--- src/rtl/fpw_pkg.sv ---
package fpw_pkg;

  localparam int MEM_ENTRIES_DEF = 256;
  localparam int ADDR_W = 64;
  localparam int PHYS_W = 52;
  localparam int VA_W = 48;
  localparam int IDX_BITS = 9;
  localparam int OFS_BITS = 12;
  localparam int LVL0_HI = 47;
  localparam int LVL1_HI = 38;
  localparam int LVL2_HI = 29;
  localparam int LVL3_HI = 20;
  localparam int FRAME_HI = 51;
  localparam int ENTRY_SHIFT = 3;
  localparam logic [1:0] LAST_LVL = 2'd3;

  localparam int QDEPTH = 2;
  localparam int QPTR_W = 1;
  localparam int QCNT_W = 2;

  typedef enum logic {
    OP_LOAD  = 1'b0,
    OP_XLATE = 1'b1
  } op_t;

  typedef struct packed {
    op_t               op;
    logic [ADDR_W-1:0] addr;
    logic [ADDR_W-1:0] value;
  } cmd_t;

  typedef struct packed {
    logic              fault;
    logic [PHYS_W-1:0] phys;
  } res_t;

  function automatic logic [IDX_BITS-1:0] level_index(input logic [VA_W-1:0] va,
                                                      input logic [1:0] lvl);
    logic [IDX_BITS-1:0] idx;
    case (lvl)
      2'd0: idx = va[LVL0_HI -: IDX_BITS];
      2'd1: idx = va[LVL1_HI -: IDX_BITS];
      2'd2: idx = va[LVL2_HI -: IDX_BITS];
      2'd3: idx = va[LVL3_HI -: IDX_BITS];
      default: idx = '0;
    endcase
    return idx;
  endfunction

endpackage

--- src/rtl/fpw_front.sv ---
module fpw_front import fpw_pkg::*; (
  input  logic              clk,
  input  logic              rst,
  input  logic              push,
  output logic              full,
  input  logic              req_type,
  input  logic [ADDR_W-1:0] word_addr,
  input  logic [ADDR_W-1:0] word_value,
  input  logic [ADDR_W-1:0] virt_addr,
  output logic              q_empty,
  input  logic              q_pop,
  output cmd_t              q_cmd
);

  cmd_t              slots [QDEPTH];
  logic [QPTR_W-1:0] wr_ptr;
  logic [QPTR_W-1:0] rd_ptr;
  logic [QCNT_W-1:0] cnt;
  cmd_t              cmd_in;
  logic              do_push;
  logic              do_pop;

  // classify: loads carry the word address, translations the virtual address
  always_comb begin
    cmd_in.op    = req_type ? OP_XLATE : OP_LOAD;
    cmd_in.addr  = req_type ? virt_addr : word_addr;
    cmd_in.value = word_value;
  end

  assign full    = (cnt == QCNT_W'(QDEPTH));
  assign q_empty = (cnt == '0);
  assign do_push = push && !full;
  assign do_pop  = q_pop && !q_empty;
  assign q_cmd   = slots[rd_ptr];

  always_ff @(posedge clk) begin
    if (do_push) begin
      slots[wr_ptr] <= cmd_in;
    end
  end

  always_ff @(posedge clk) begin
    if (rst) begin
      wr_ptr <= '0;
      rd_ptr <= '0;
      cnt    <= '0;
    end else begin
      if (do_push) begin
        wr_ptr <= wr_ptr + 1'b1;
      end
      if (do_pop) begin
        rd_ptr <= rd_ptr + 1'b1;
      end
      if (do_push && !do_pop) begin
        cnt <= cnt + 1'b1;
      end else if (!do_push && do_pop) begin
        cnt <= cnt - 1'b1;
      end
    end
  end

endmodule

--- config.mk ---
export PLATFORM = sky130hd
export DESIGN_NAME = fpw_front
export DESIGN_NICKNAME = d
export VERILOG_FILES = /design/src/rtl/fpw_pkg.sv /design/src/rtl/fpw_front.sv
export SDC_FILE = /design/constraint.sdc
export NUM_CORES = 1
export LEC_CHECK = 0
export ABC_AREA = 1
export BUFFER_PORTS_ARGS = -buffer_cell sky130_fd_sc_hd__buf_2
export CAP_MARGIN = 20
export CORE_MARGIN = 3
export CORE_UTILIZATION = 45
export DETAILED_ROUTE_END_ITERATION = 12
export PLACE_DENSITY = 0.82
export SKIP_LAST_GASP = 1
export SLEW_MARGIN = 20
export SYNTH_ARGS = -nofsm -noshare
export SYNTH_HDL_FRONTEND = slang
export SYNTH_SLANG_ARGS = --single-unit
--- constraint.sdc ---
create_clock -name clk -period 6.86 [get_ports clk]
set_input_delay 1.372 -clock clk [delete_from_list [all_inputs] [get_ports clk]]
set_output_delay 1.372 -clock clk [all_outputs]
set_load 0.02 [all_outputs]
# Yosys cells after proc, flatten, opt, wreduce, memory -nomap -nowiden
# Memories as Yosys holds them, arrays and structs flattened. A register that Yosys moved wholly into a read port is not among the register bits.
# Index checks and enable logic that the tools add are counted.
[totals]
mem_bits_rw = 258
output_inout_bits = 131
mem_count = 1
wordCells = 27
ff_bits = 4
[mem_list]
columns = ["memory", "depth", "word_bits", "read_ports", "rd_clocked_by_memory_dff", "wr", "line", "rtl"]
rows = [
  ["slots", 2, 129, 1, 1, 1, "fpw_front.sv:15", "cmd_t slots [QDEPTH];"],
]
[classes]
n_addsub = 4
muxes = 8
n_eq_ne = 1
n_reduce_logical = 10
[ops]
columns = ["operator", "n"]
rows = [
  ["64-bit two-way mux", 1],
  ["1-bit two-way mux", 5],
  ["1-bit logical AND", 4],
  ["1-bit zero test", 4],
  ["2-bit two-way mux", 2],
  ["1-bit adder (second input constant)", 2],
  ["2-bit by 1-bit adder with 2-bit output (second input constant)", 1],
  ["2-bit equality test (second input constant)", 1],
  ["2-bit zero test", 1],
  ["2-bit nonzero test", 1],
  ["2-bit by 1-bit subtractor with 2-bit output (second input constant)", 1],
]

# Logic depth before layout (Yosys ltp)
[depth]
depth_word = 7
ltp_mapped = 10

# Worst setup path before layout
# Ideal clock, no wire load.
[synth_path]
path_kind = "input -> register"
start = "input port push"
end = "memory slots[0][0] (netlist bit), enable pin"
setup_slack_ps = -596
path_buffers = 0
path_stages = 2
arrival_time_ps = 6837
setup_time_ps = 619
cell_sequence = "o21ai_1 > nor2_1"
[synth_between]
elab_chain_cells = 3
[synth_lines]
columns = ["item", "line", "rtl"]
rows = [
  ["from (decl)", "fpw_front.sv:4", "input logic push,"],
  ["1-bit logical AND", "fpw_front.sv:32", "assign do_push = push && !full;"],
  ["1-bit two-way mux", "fpw_front.sv:37", "if (do_push) begin"],
  ["1-bit two-way mux (not written as such)", "fpw_front.sv:38", "slots[wr_ptr] <= cmd_in;"],
  ["to (decl)", "fpw_front.sv:15", ""],
]
# Every way passes these cells.

==> impl_metrics.toml <==
[power]
power_density_nw_per_um2 = 360
p_leak_uw = 0.00500
ir_drop_uv = 181

[hold_path]
hold_class = "reg -> reg"

[setup_path]
cpMaxStageDelayCell = "dfxtp_4"
critPathLaunchType = "flop"
critPathMaxFanout = 72
path_class = "reg -> out"
r2r_setup_slack_ns = 4.47
endpoint_kind = "primary output"
arrival_ns = 2.86
max_stage_delay_ns = 0.85
path_cells = "buf_4, mux2_2, buf_2"
crit_required_ns = 5.49

[timing]
period_needed_ns = 4.24
fin_crit_sh_pct = 61.7
slew_viol_final = 0
timing.final.ws_setup_ns = 2.62
grt_setup_unrepaired = "no"
fin_hold_ws_ns = 0.533
hold_viol_final = 0
max_freq_ghz = 0.236
max_slew_margin_pct = 34.5
fin_tns_setup_ns = 0
tightest_slew_ns = 0.983
setup_violations = 0
fin_skew_ns = 0.00762

[synth]
synth-xor-area-share_pct = 0
synthAdderAreaFrac_pct = 0.120
synth_compound_area_share_pct = 0.289
muxShareOfSynthArea_pct = 20.9
yosysSeqAreaShare_pct = 75.5
ys_ff_latch = 263
synthSimpleGateAreaFrac_pct = 0.638
ys_types = 16
synth_top_family_by_area = "multiplexers"
synth.cell_area_um2 = 10400
netlist_instances = 509
syn_nets = 707
ys.warnings.count = 0
avgSynthCellArea_um2 = 20.4

[status]
status = "complete, no violations"

[route]
ant_nets = 0
drt_iter0_drc = 330
drt-vias-per-instance = 4.97
wl_per_cell_um = 18.5
first_pass_iters = 4
vias = 5697
drc = 0
routed_wirelength_mm = 21.2

[flow_run]
maxCapViolations = 0

[grt]
grt-ovfl-total = 0
grt_max_degree = 73
grt_usage_pct = 15.9
antenna_found_initial = 1
grt_pass1_vias = 5938
grt_first_pass_wirelength_mm = 31.2

[floorplan]
rows = 54
io_pins = 328
fp.coreArea_um2 = 22200
start_util_pct = 46.7
die_area_um2 = 24900
die_w_um = 158
fp.dieH_um = 158

[placed_design]
place_congestion = 0.747
dpl.hpwl_mm = 14.5
pre_cts_ws_ns = 3.12
dpl.cell_count = 1101
numPortBuffers = 327

[finish]
finalNonFillerCells = 1147
syn2layout_area_growth_pct = 25.9
nets = 1047
drive_gt1_share_pct = 65.5
final_util_pct = 58.8
n_antenna_cell = 0
final_cell_mix = "buf_2, edfxtp_1, mux2_2"
final_common_cell = "buf_2"

[clocking]
cts-resized-gates = 0
clock-root-buffer = "clkbuf_16"
cts.htree.levels = 1
clock_latency_ns = 0.51
cts_buffers = 26
post-cts-setup-buffers = 0
hold_buffers = 0
cts_tree = "built"
clk_pin_slew_worst_paths_ns = 0.06
cts_buffer_depth = 3
cts.sinks = 263
[final timing paths]
path / startpoint / to / depth (start not counted)
worst max-delay path: flop / q_cmd[99] / 3
worst min-delay path: wr_ptr / wr_ptr / 2
worst max register to register: cnt[0] / slots[1][43] / 3
worst min register to register: wr_ptr / wr_ptr / 2
[through the flow]
stage / total power, µW / instance area (µm²)
6_report: 4710 / 13100
5_1_grt: 4920 / 13100
4_1_cts: 4760 / 13100
3_5_place_dp: 3330 / 12200
3_3_place_gp: 3300 / 12200
2_1_floorplan: 3000 / 10400
[routing by layer]
| metal | up-vias | wire length [µm] | global-route usage (%) |
|---|---|---|---|
| li1 | 2669 | - | - |
| met1 | 2737 | 7930 | 19.1 |
| met2 | 248 | 11100 | 28.4 |
| met3 | 41 | 1790 | 4.18 |
| met4 | 2 | 446 | 4.75 |
| met5 | - | 18 | 0 |
[layout make-up]
class                      instances  area, µm²
clock buffer                      36        739
clock inverter                    10        128
fill                            1652       9150
inverter                           9       33.8
multi-input combinational        216       2300
sequential                       263       7850
tap                              280        350
timing repair buffer             333       1680
[registers in the layout (all words and copies together), names as in the netlist, named ones only]
register / flops
slots: 258
wr_ptr: 1
cnt: 2
rd_ptr: 1
[critical path, delay by kind of cell (launching register included)]
kind | cells | cell delay, ns
buffers and inverters | 2 | 1.00
multiplexers | 1 | 0.42
flip-flops | 1 | 0.85
[cell families (layout without fill, tap and decap cells)]
logic type | after synthesis | count (layout)
AND/OR/NAND/NOR | 16 | 16
multiplexers | 193 | 193
adder cells (fa/ha/maj) | 1 | 1
buffers and inverters | 30 | 388
AO/OA/AOI/OAI | 6 | 6
flip-flops | 263 | 263
[report_power, final]
| part | switching (µW) | internal (µW) | leakage [µW] | total (µW) |
|---|---|---|---|---|
| registers | 90.7 | 2050 | 0.00245 | 2140 |
| logic | 692 | 458 | 0.00213 | 1150 |
| clock network | 560 | 862 | 0.000429 | 1420 |
[cell usage after synthesis, drive strengths merged]
library cell  number  area share [%]
dfxtp              5            0.96
inv                9            0.33
ha                 1            0.12
nand4              1           0.060
nand3              1           0.048
o21ai              5            0.24
edfxtp           258              75
a21oi              1           0.048
buf               21             2.2
nor2               9            0.33
mux2             193              21
and2               1           0.060
nand2              4            0.14
Power figures use the tool's default switching activity.
