## config.mk

```make
export PLATFORM = sky130hd
export DESIGN_NAME = fpw_out
export DESIGN_NICKNAME = d
export VERILOG_FILES = /design/src/rtl/fpw_pkg.sv /design/src/rtl/fpw_out.sv
export SDC_FILE = /design/constraint.sdc
export NUM_CORES = 1
export LEC_CHECK = 0
export BUFFER_PORTS_ARGS = -buffer_cell sky130_fd_sc_hd__buf_2
export CAP_MARGIN = 25
export CORE_UTILIZATION = 37
export DETAILED_ROUTE_END_ITERATION = 8
export HOLD_SLACK_MARGIN = 0.08
export PLACE_DENSITY_LB_ADDON = 0.3
export REMOVE_ABC_BUFFERS = 1
export SYNTH_ARGS = -nofsm -noshare
export SYNTH_HDL_FRONTEND = slang
export SYNTH_SLANG_ARGS = --single-unit
export TNS_END_PERCENT = 5
```

## constraint.sdc

```tcl
create_clock -name clk -period 2.31 [get_ports clk]
set_input_delay 0.1155 -clock clk [delete_from_list [all_inputs] [get_ports clk]]
set_output_delay 0.1155 -clock clk [all_outputs]
set_load 0.005 [all_outputs]
```

## src/rtl/fpw_pkg.sv

```systemverilog
package fpw_pkg;

  localparam int MEM_ENTRIES_DEF = 256;
  localparam int ADDR_W = 64;
  localparam int PHYS_W = 52;
  localparam int VA_W = 48;
  localparam int IDX_BITS = 9;
  localparam int OFS_BITS = 12;
  localparam int LVL0_HI = 47;
  localparam int LVL1_HI = 38;
  localparam int LVL2_HI = 29;
  localparam int LVL3_HI = 20;
  localparam int FRAME_HI = 51;
  localparam int ENTRY_SHIFT = 3;
  localparam logic [1:0] LAST_LVL = 2'd3;

  localparam int QDEPTH = 2;
  localparam int QPTR_W = 1;
  localparam int QCNT_W = 2;

  typedef enum logic {
    OP_LOAD  = 1'b0,
    OP_XLATE = 1'b1
  } op_t;

  typedef struct packed {
    op_t               op;
    logic [ADDR_W-1:0] addr;
    logic [ADDR_W-1:0] value;
  } cmd_t;

  typedef struct packed {
    logic              fault;
    logic [PHYS_W-1:0] phys;
  } res_t;

  function automatic logic [IDX_BITS-1:0] level_index(input logic [VA_W-1:0] va,
                                                      input logic [1:0] lvl);
    logic [IDX_BITS-1:0] idx;
    case (lvl)
      2'd0: idx = va[LVL0_HI -: IDX_BITS];
      2'd1: idx = va[LVL1_HI -: IDX_BITS];
      2'd2: idx = va[LVL2_HI -: IDX_BITS];
      2'd3: idx = va[LVL3_HI -: IDX_BITS];
      default: idx = '0;
    endcase
    return idx;
  endfunction

endpackage

```

## src/rtl/fpw_out.sv

```systemverilog
module fpw_out import fpw_pkg::*; (
  input  logic              clk,
  input  logic              rst,
  input  logic              res_push,
  input  res_t              res,
  output logic              res_full,
  output logic              empty,
  input  logic              pop,
  output logic              fault,
  output logic [PHYS_W-1:0] paddr
);

  res_t              slots [QDEPTH];
  logic [QPTR_W-1:0] wr_ptr;
  logic [QPTR_W-1:0] rd_ptr;
  logic [QCNT_W-1:0] cnt;
  logic              do_push;
  logic              do_pop;

  assign res_full  = (cnt == QCNT_W'(QDEPTH));
  assign empty     = (cnt == '0);
  assign do_push   = res_push && !res_full;
  assign do_pop    = pop && !empty;
  assign fault     = slots[rd_ptr].fault;
  assign paddr     = slots[rd_ptr].phys;

  always_ff @(posedge clk) begin
    if (do_push) begin
      slots[wr_ptr] <= res;
    end
  end

  always_ff @(posedge clk) begin
    if (rst) begin
      wr_ptr <= '0;
      rd_ptr <= '0;
      cnt    <= '0;
    end else begin
      if (do_push) begin
        wr_ptr <= wr_ptr + 1'b1;
      end
      if (do_pop) begin
        rd_ptr <= rd_ptr + 1'b1;
      end
      if (do_push && !do_pop) begin
        cnt <= cnt + 1'b1;
      end else if (!do_push && do_pop) begin
        cnt <= cnt - 1'b1;
      end
    end
  end

endmodule

```

# Word-level counts from Yosys, hierarchy flattened
# Memory sizes are Yosys's and may differ from the RTL's. A register that Yosys moved wholly into a read port is not among the register bits.
# Cells that the tools add are included.
dict set report classes {
  n_addsub 4
  eq_ne 1
  mux 6
  reduce_logical 10
}
# cell n
set ops {}
lappend ops {{1-bit logical AND} 4}
lappend ops {{1-bit logical NOT} 4}
lappend ops {{1-bit two-way mux} 4}
lappend ops {{2-bit two-way mux} 2}
lappend ops {{1-bit adder, second input constant} 2}
lappend ops {{2-bit by 1-bit adder with 2-bit output, second input constant} 1}
lappend ops {{2-bit == test, second input constant} 1}
lappend ops {{2-bit logical NOT} 1}
lappend ops {{2-bit nonzero test} 1}
lappend ops {{2-bit by 1-bit subtractor with 2-bit output, second input constant} 1}
dict set report word_totals {
  register_bits 4
  ram_bits 106
  in_bits 57
  out_inout_bits 55
  word_cells 25
  n_memories 1
}
# name depth width rd rd_clocked_by_memory_dff wr line
set mem_list {}
lappend mem_list {slots 2 53 1 1 1 fpw_out.sv:13} ;# res_t slots [QDEPTH];

# Longest topological paths before layout
# Gate-level depths: netlist (run 1).
dict set report depth {
  depth_word 7
  ltp_mapped 6
  mapped_depth_nobuf 6
}

# Worst setup path before layout (run 1)
# No wires, ideal clock.
dict set report synth_timing {
  kind {register to register}
  from {register cnt[1]}
  to {memory slots[1][0] in the netlist's numbering (enable)}
  setup_time_ps 416
  t_arrival_ps 1883
  t_required_ps 1894
  path_slack_ps 11
  path_stages_with_launch 4
  path_buffers 0
  period_less_slack_ps 2299
  cell_sequence {dfxtp_1 > nor2b_2 > nor2_1 > and2_1}
}
dict set report synth_between {
  elab_chain_cells 5
}
# element line
set synth_lines {}
lappend synth_lines {{start, declared} fpw_out.sv:16} ;# logic [QCNT_W-1:0] cnt;
lappend synth_lines {{start signal, assigned} fpw_out.sv:46} ;# cnt <= cnt + 1'b1;
lappend synth_lines {{start signal, assigned} fpw_out.sv:48} ;# cnt <= cnt - 1'b1;
lappend synth_lines {{2-bit == test} fpw_out.sv:20} ;# assign res_full = (cnt == QCNT_W'(QDEPTH));
lappend synth_lines {{net res_full} fpw_out.sv:6} ;# output logic res_full,
lappend synth_lines {{1-bit logical NOT} fpw_out.sv:22} ;# assign do_push = res_push && !res_full;
lappend synth_lines {{1-bit logical AND} fpw_out.sv:22}
lappend synth_lines {{net do_push} fpw_out.sv:17} ;# logic do_push;
lappend synth_lines {{1-bit two-way mux} fpw_out.sv:28} ;# if (do_push) begin
lappend synth_lines {{1-bit two-way mux (implied by the code)} fpw_out.sv:29} ;# slots[wr_ptr] <= res;
lappend synth_lines {{end, declared} fpw_out.sv:13}
# The timed path passes the listed nets, and every way through them passes these cells.

==> results.py, run 1 <==
metrics = {
    "critical_path": {
        "slowest_delay_ns": 0.40,
        "critPathCapture": "paddr[22]",
        "cp_num_cells": 3,
        "reg2reg_depth": 4,
        "start_kind": "register",
        "critPathRequiredTime_ns": 2.19,
        "cp_num_buf_inv": 2,
        "rrSetupSlack_ns": 0.67,
        "cp.arrival_ns": 1.60,
        "path_class": "reg2out",
        "endpoint_kind": "primary output",
        "cp_slowest_cell": "mux2_2",
        "cp_cell_sequence": "buf_4, mux2_2, buf_2",
        "path_max_fanout": 31,
        "cp_top_family": "buffers and inverters",
        "timing.rr.end": "slots[0][3]",
        "rr_startpoint": "cnt[0]",
    },
    "logic_synthesis": {
        "synth_cell_type_count": 14,
        "synth-edff-count": 106,
        "synth_area_um2": 4040,
        "ys_warn_count": 0,
        "async_flop_share": 0,
        "synth_area_leaders": "edfxtp_1 (79%), mux2_2 (15%), dfxtp_1 (2.5%)",
        "synthCells": 190,
        "post-synth-top-count-cell": "edfxtp_1",
        "synth.top_cell.area_share": 0.788,
        "synth_ff_type": "edfxtp_1",
        "synth_commonest_cells": "edfxtp_1 (106), mux2_2 (53), dfxtp_1 (5), nor2_1 (5), buf_4 (4)",
        "yosys.area.top_type": "edfxtp_1",
        "yosysSeqAreaShare": 0.813,
        "ys_ff_latch": 111,
        "syn_avg_cell_area_um2": 21.3,
    },
    "detailed_routing": {
        "vias": 2273,
        "post_drt_wl_per_cell_um": 14.2,
        "remaining_drc_errors": 0,
        "detail_route.vias_per_cell": 4.49,
        "totalWireLength_um": 7190,
        "first_pass_iters": 4,
        "drtAntennaViolNets": 0,
        "drt-initial-drc-count": 74,
    },
    "layout": {
        "layout.nets": 423,
        "drive_gt1_frac": 0.503,
        "syn_to_final_growth_pct": 36.4,
        "insertedDiodeCount": 0,
    },
    "sta": {
        "slew_headroom": 0.723,
        "slew_violations": 0,
        "fin_tns_setup_ns": 0,
        "finalSetupViolCount": 0,
        "finalHoldViolations": 0,
        "fin_crit_sh": 0.743,
        "tightest_slew_ns": 0.416,
        "clock-skew-final_ns": 0.00377,
        "max_freq_mhz": 582,
        "rsz0062_at_grt": "false",
        "fin_crit_ns": 1.72,
    },
    "power_and_ir_drop": {
        "total_power_mw": 5.03,
        "power.density_nw_per_um2": 914,
        "cellLeakagePower_nw": 2.07,
        "ir_worst_vdd_mv": 0.543,
    },
    "placement": {
        "gp_congestion": 0.693,
        "port-buffer-count": 111,
        "dp_hpwl_um": 4380,
    },
    "status": {
        "status": "finished, final reports clean",
    },
    "grt": {
        "first_global_vias": 2196,
        "grtUsageTotal": 0.127,
        "grt-ovfl-total": 0,
        "grt_antenna_before_repair": 0,
        "grt_start_max_net_pins": 54,
        "grt_pass1_wl_um": 10700,
    },
    "cts": {
        "cts_root_buffer": "clkbuf_8",
        "cts_num_sinks": 111,
        "cts-resized-gates": 0,
        "clk-insertion-delay-late_ns": 0.35,
        "h-tree-depth": 3,
        "cts_buffers": 9,
        "clockBufferDepth": 2,
        "cts_tree": "yes",
        "clk_pin_slew_ns": 0.09,
    },
    "die": {
        "dieArea_um2": 11300,
        "start_util": 0.386,
        "die_x_um": 106,
        "die_h_um": 106,
        "rows": 37,
        "core-area_um2": 10500,
        "io_pins": 112,
    },
    "run": {
        "cap_violations": 0,
    },
    "min_path": {
        "hp-class": "in2reg",
    },
}
==> layer usage <==
metal / track usage / vias to the layer above / share of wire / routed length [um]
li1: - / 1087 / - / -
met1: 0.156 / 1101 / 0.45 / 3260
met2: 0.196 / 79 / 0.46 / 3310
met3: 0.0564 / 6 / 0.078 / 563
met4: 0.0519 / 0 / 0.0088 / 63
met5: 0 / - / 0 / 0
==> state kept, by name (all words and copies together), names as in the netlist, named ones only <==
signal,flops
slots,106
cnt,2
rd_ptr,1
wr_ptr,1
==> layout by cell type, fill, tap and decap left out, drive strengths merged, types with 3 or more instances in the layout <==
| cell | n |
|---|---|
| clkbuf | 13 |
| dfxtp | 5 |
| buf | 116 |
| edfxtp | 106 |
| xor2 | 3 |
| o21ai | 3 |
| dlygate4sd3 | 54 |
| mux2 | 53 |
| nor2 | 5 |
==> kinds of logic (layout without fill, tap and decap cells) <==
group,after synthesis,after routing,share of synthesized area
DFF,111,111,0.813
muxes,53,53,0.148
and+or+nand+nor,9,9,0.0115
buffers and inverters,8,188,0.0118
AOI/OAI and AO/OA,5,5,0.00620
xor gates and xnor gates,3,3,0.00651
adders and majority gates,1,1,0.00310
==> power by group <==
| part | total, mW | leakage (nW) | switching, mW | internal (mW) |
|---|---|---|---|---|
| combinational | 1.31 | 0.943 | 0.620 | 0.693 |
| sequential | 2.60 | 1.03 | 0.0699 | 2.53 |
| clock | 1.12 | 0.0936 | 0.591 | 0.532 |
| total | 5.03 | 2.07 | 1.28 | 3.75 |
==> what timing repair did <==
item / CTS / global route
hold buffers: 54 / 0
endpoints found under the hold margin: 111 / 0
endpoints found under the setup margin: 0 / 0
setup buffers: 0 / 0
==> tightest hold or removal path, cell delays in order <==
cell and delay, ns:
buf_2 0.08, inv_1 0.05, o21ai_0 0.17, a21oi_1 0.08
==> worst min-delay path by stage <==
stage	depth (start not counted)	end	from
after detailed placement	1	slots[1][28]	res[28]
after global routing	4	wr_ptr	res_push
after floorplan	1	cnt[1]	rst
after global placement	1	slots[0][23]	res[23]
final	4	wr_ptr	res_push
after CTS	4	wr_ptr	res_push
==> area by class of cell <==
class	instances	area, um2
fill	901	4950
sequential	111	3280
timing repair buffer	170	1150
multi-input combinational	71	708
tap	136	170
clock buffer	13	149
clock inverter	3	42.5
inverter	2	7.51
==> per-stage QoR <==
step / cell area (um2) / hold slack [ns] / instances / util / setup slack, ns
floorplan: 4000 / 0.185 / 184 / - / 0.0109
global placement: 4780 / 0.304 / 436 / 0.456 / 0.719
detailed placement: 4780 / 0.307 / 436 / 0.456 / 0.679
CTS: 5510 / 0.123 / 506 / 0.526 / 0.532
global route: 5510 / 0.161 / 506 / 0.526 / 0.493
finish: 5510 / 0.180 / 506 / 0.526 / 0.593
No activity file was read; power rests on OpenSTA's default activity.
==> run 2: changes to the inputs <==
==> constraint.sdc (replaced) <==
create_clock -name clk -period 1.6 [get_ports clk]
set_input_delay 0.08 -clock clk [delete_from_list [all_inputs] [get_ports clk]]
set_output_delay 0.08 -clock clk [all_outputs]
set_load 0.005 [all_outputs]
==> results.py, run 2 (same netlist as run 1, synthesis figures left out) <==
metrics = {
    "status": {
        "status": "finished, final reports clean",
    },
    "sta": {
        "clock-skew-final_ns": 0.0114,
        "fin_crit_sh": 0.956,
        "setup_ws_ns": 0.0706,
        "slew_headroom": 0.871,
        "max_freq_mhz": 654,
        "slew_violations": 0,
        "rsz0062_at_grt": "true",
        "tightest_slew_ns": 0.193,
        "finalSetupViolCount": 0,
        "finalHoldViolations": 0,
        "fin_crit_ns": 1.53,
    },
    "critical_path": {
        "cp_num_buf_inv": 2,
        "rrSetupSlack_ns": 0.13,
        "endpoint_kind": "primary output",
        "start_kind": "register",
        "cp_top_family": "flip-flops",
        "critPathCapture": "paddr[22]",
        "timing.rr.end": "cnt[1]",
        "reg2reg_depth": 5,
        "slowest_delay_ns": 0.41,
        "rr_startpoint": "cnt[1]",
        "critPathRequiredTime_ns": 1.52,
        "cp_slowest_cell": "dfxtp_4",
        "cp_cell_sequence": "buf_12, mux2_2, buf_2",
        "path_class": "reg2out",
        "cp_num_cells": 3,
        "cp.arrival_ns": 1.45,
        "path_max_fanout": 23,
    },
    "detailed_routing": {
        "remaining_drc_errors": 0,
        "vias": 2275,
        "totalWireLength_um": 7430,
        "drtAntennaViolNets": 0,
        "drt-initial-drc-count": 82,
        "detail_route.vias_per_cell": 4.47,
        "post_drt_wl_per_cell_um": 14.6,
        "first_pass_iters": 4,
    },
    "cts": {
        "cts_num_sinks": 111,
        "clk_pin_slew_ns": 0.10,
        "clk-insertion-delay-late_ns": 0.36,
        "h-tree-depth": 3,
        "cts_buffers": 9,
        "cts_tree": "yes",
        "cts_setup_buffers": 0,
        "cts_root_buffer": "clkbuf_8",
        "clockBufferDepth": 2,
    },
    "power_and_ir_drop": {
        "ir_worst_vdd_mv": 0.774,
        "cellLeakagePower_nw": 2.11,
        "total_power_mw": 7.36,
        "power.density_nw_per_um2": 1310,
    },
    "layout": {
        "largest_registers": "slots x106, cnt x2",
        "largest_reg_flops": 106,
        "layout.nets": 426,
        "top_register": "slots",
        "syn_to_final_growth_pct": 38.7,
        "insertedDiodeCount": 0,
        "fillers": 880,
        "final_cell_mix": "buf_2 (111), edfxtp_1 (106), dlygate4sd3_1 (54), mux2_2 (52), clkbuf_8 (9)",
        "drive_gt1_frac": 0.520,
        "mostFrequentLayoutCell": "buf_2",
    },
    "grt": {
        "grt_antenna_before_repair": 0,
        "first_global_vias": 2358,
        "grt_start_max_net_pins": 46,
        "grt-ovfl-total": 0,
        "grt_pass1_wl_um": 11400,
        "grtUsageTotal": 0.133,
    },
    "min_path": {
        "hp-class": "in2reg",
        "hold_depth": 4,
    },
    "die": {
        "dieArea_um2": 11300,
        "start_util": 0.386,
        "die_x_um": 106,
        "rows": 37,
        "die_h_um": 106,
        "core-area_um2": 10500,
        "io_pins": 112,
    },
    "placement": {
        "gp_congestion": 0.680,
        "port-buffer-count": 111,
        "dp_slack_ns": 0.0907,
        "dp_hpwl_um": 4510,
    },
    "run": {
        "cap_violations": 0,
    },
}
[run 2: layout make-up]
class,count,area [um2],area share
clock buffer,9,124,0.0221
multi-input combinational,71,717,0.128
inverter,2,7.51,0.00134
clock inverter,7,52.6,0.00938
sequential,111,3290,0.587
timing repair buffer,173,1240,0.221
tap,136,170,0.0304
[run 2: repair_timing]
item / in CTS / in global routing
endpoints found under the hold margin: 111 / 0
resized for setup: 1 / 5
hold buffers: 54 / 0
cloned: 0 / 2
endpoints found under the setup margin: 8 / 46
[run 2: per-stage QoR]
step           cell area [um2]  hold slack [ns]  std cells   util   TNS, ns
2_1_floorplan             4000            0.149        184      -    -89.84
3_3_place_gp              4830            0.268        437  0.462         0
3_5_place_dp              4830            0.272        437  0.462         0
4_1_cts                   5550           0.0841        507  0.531   -0.0560
5_1_grt                   5600            0.165        509  0.535  -0.00185
6_report                  5600            0.109        509  0.535         0
[run 2: worst register-to-register path, cell delays in order, from the launching register on]
cell and delay [ns]:
dfxtp_2 0.37, nor2b_4 0.16, nor2_1 0.06, ha_1 0.33, or3_1 0.35, a21oi_1 0.14
[run 2: where the power goes]
group / leakage (nW) / total, mW / switching, mW / internal, mW
logic: 0.985 / 2.08 / 0.934 / 1.15
clock network: 0.0904 / 1.50 / 0.922 / 0.581
registers: 1.03 / 3.78 / 0.124 / 3.65
total: 2.11 / 7.36 / 1.98 / 5.38
[run 2: how the worst min path moves through the flow]
stage / from / end / slack [ns]
4_1_cts: res_push / wr_ptr / 0.08
2_1_floorplan: rst / cnt[1] / 0.15
6_report: res_push / wr_ptr / 0.11
3_3_place_gp: res[3] / slots[1][3] / 0.27
5_1_grt: res_push / wr_ptr / 0.17
3_5_place_dp: res[51] / slots[1][51] / 0.27
[run 2: layer usage]
metal  global-route usage  share of wire  up-vias
met4               0.0470         0.0079        0
met3               0.0509          0.076        7
li1                     -              -     1093
met5                    0              0        -
met2                0.211           0.47       72
met1                0.166           0.44     1103
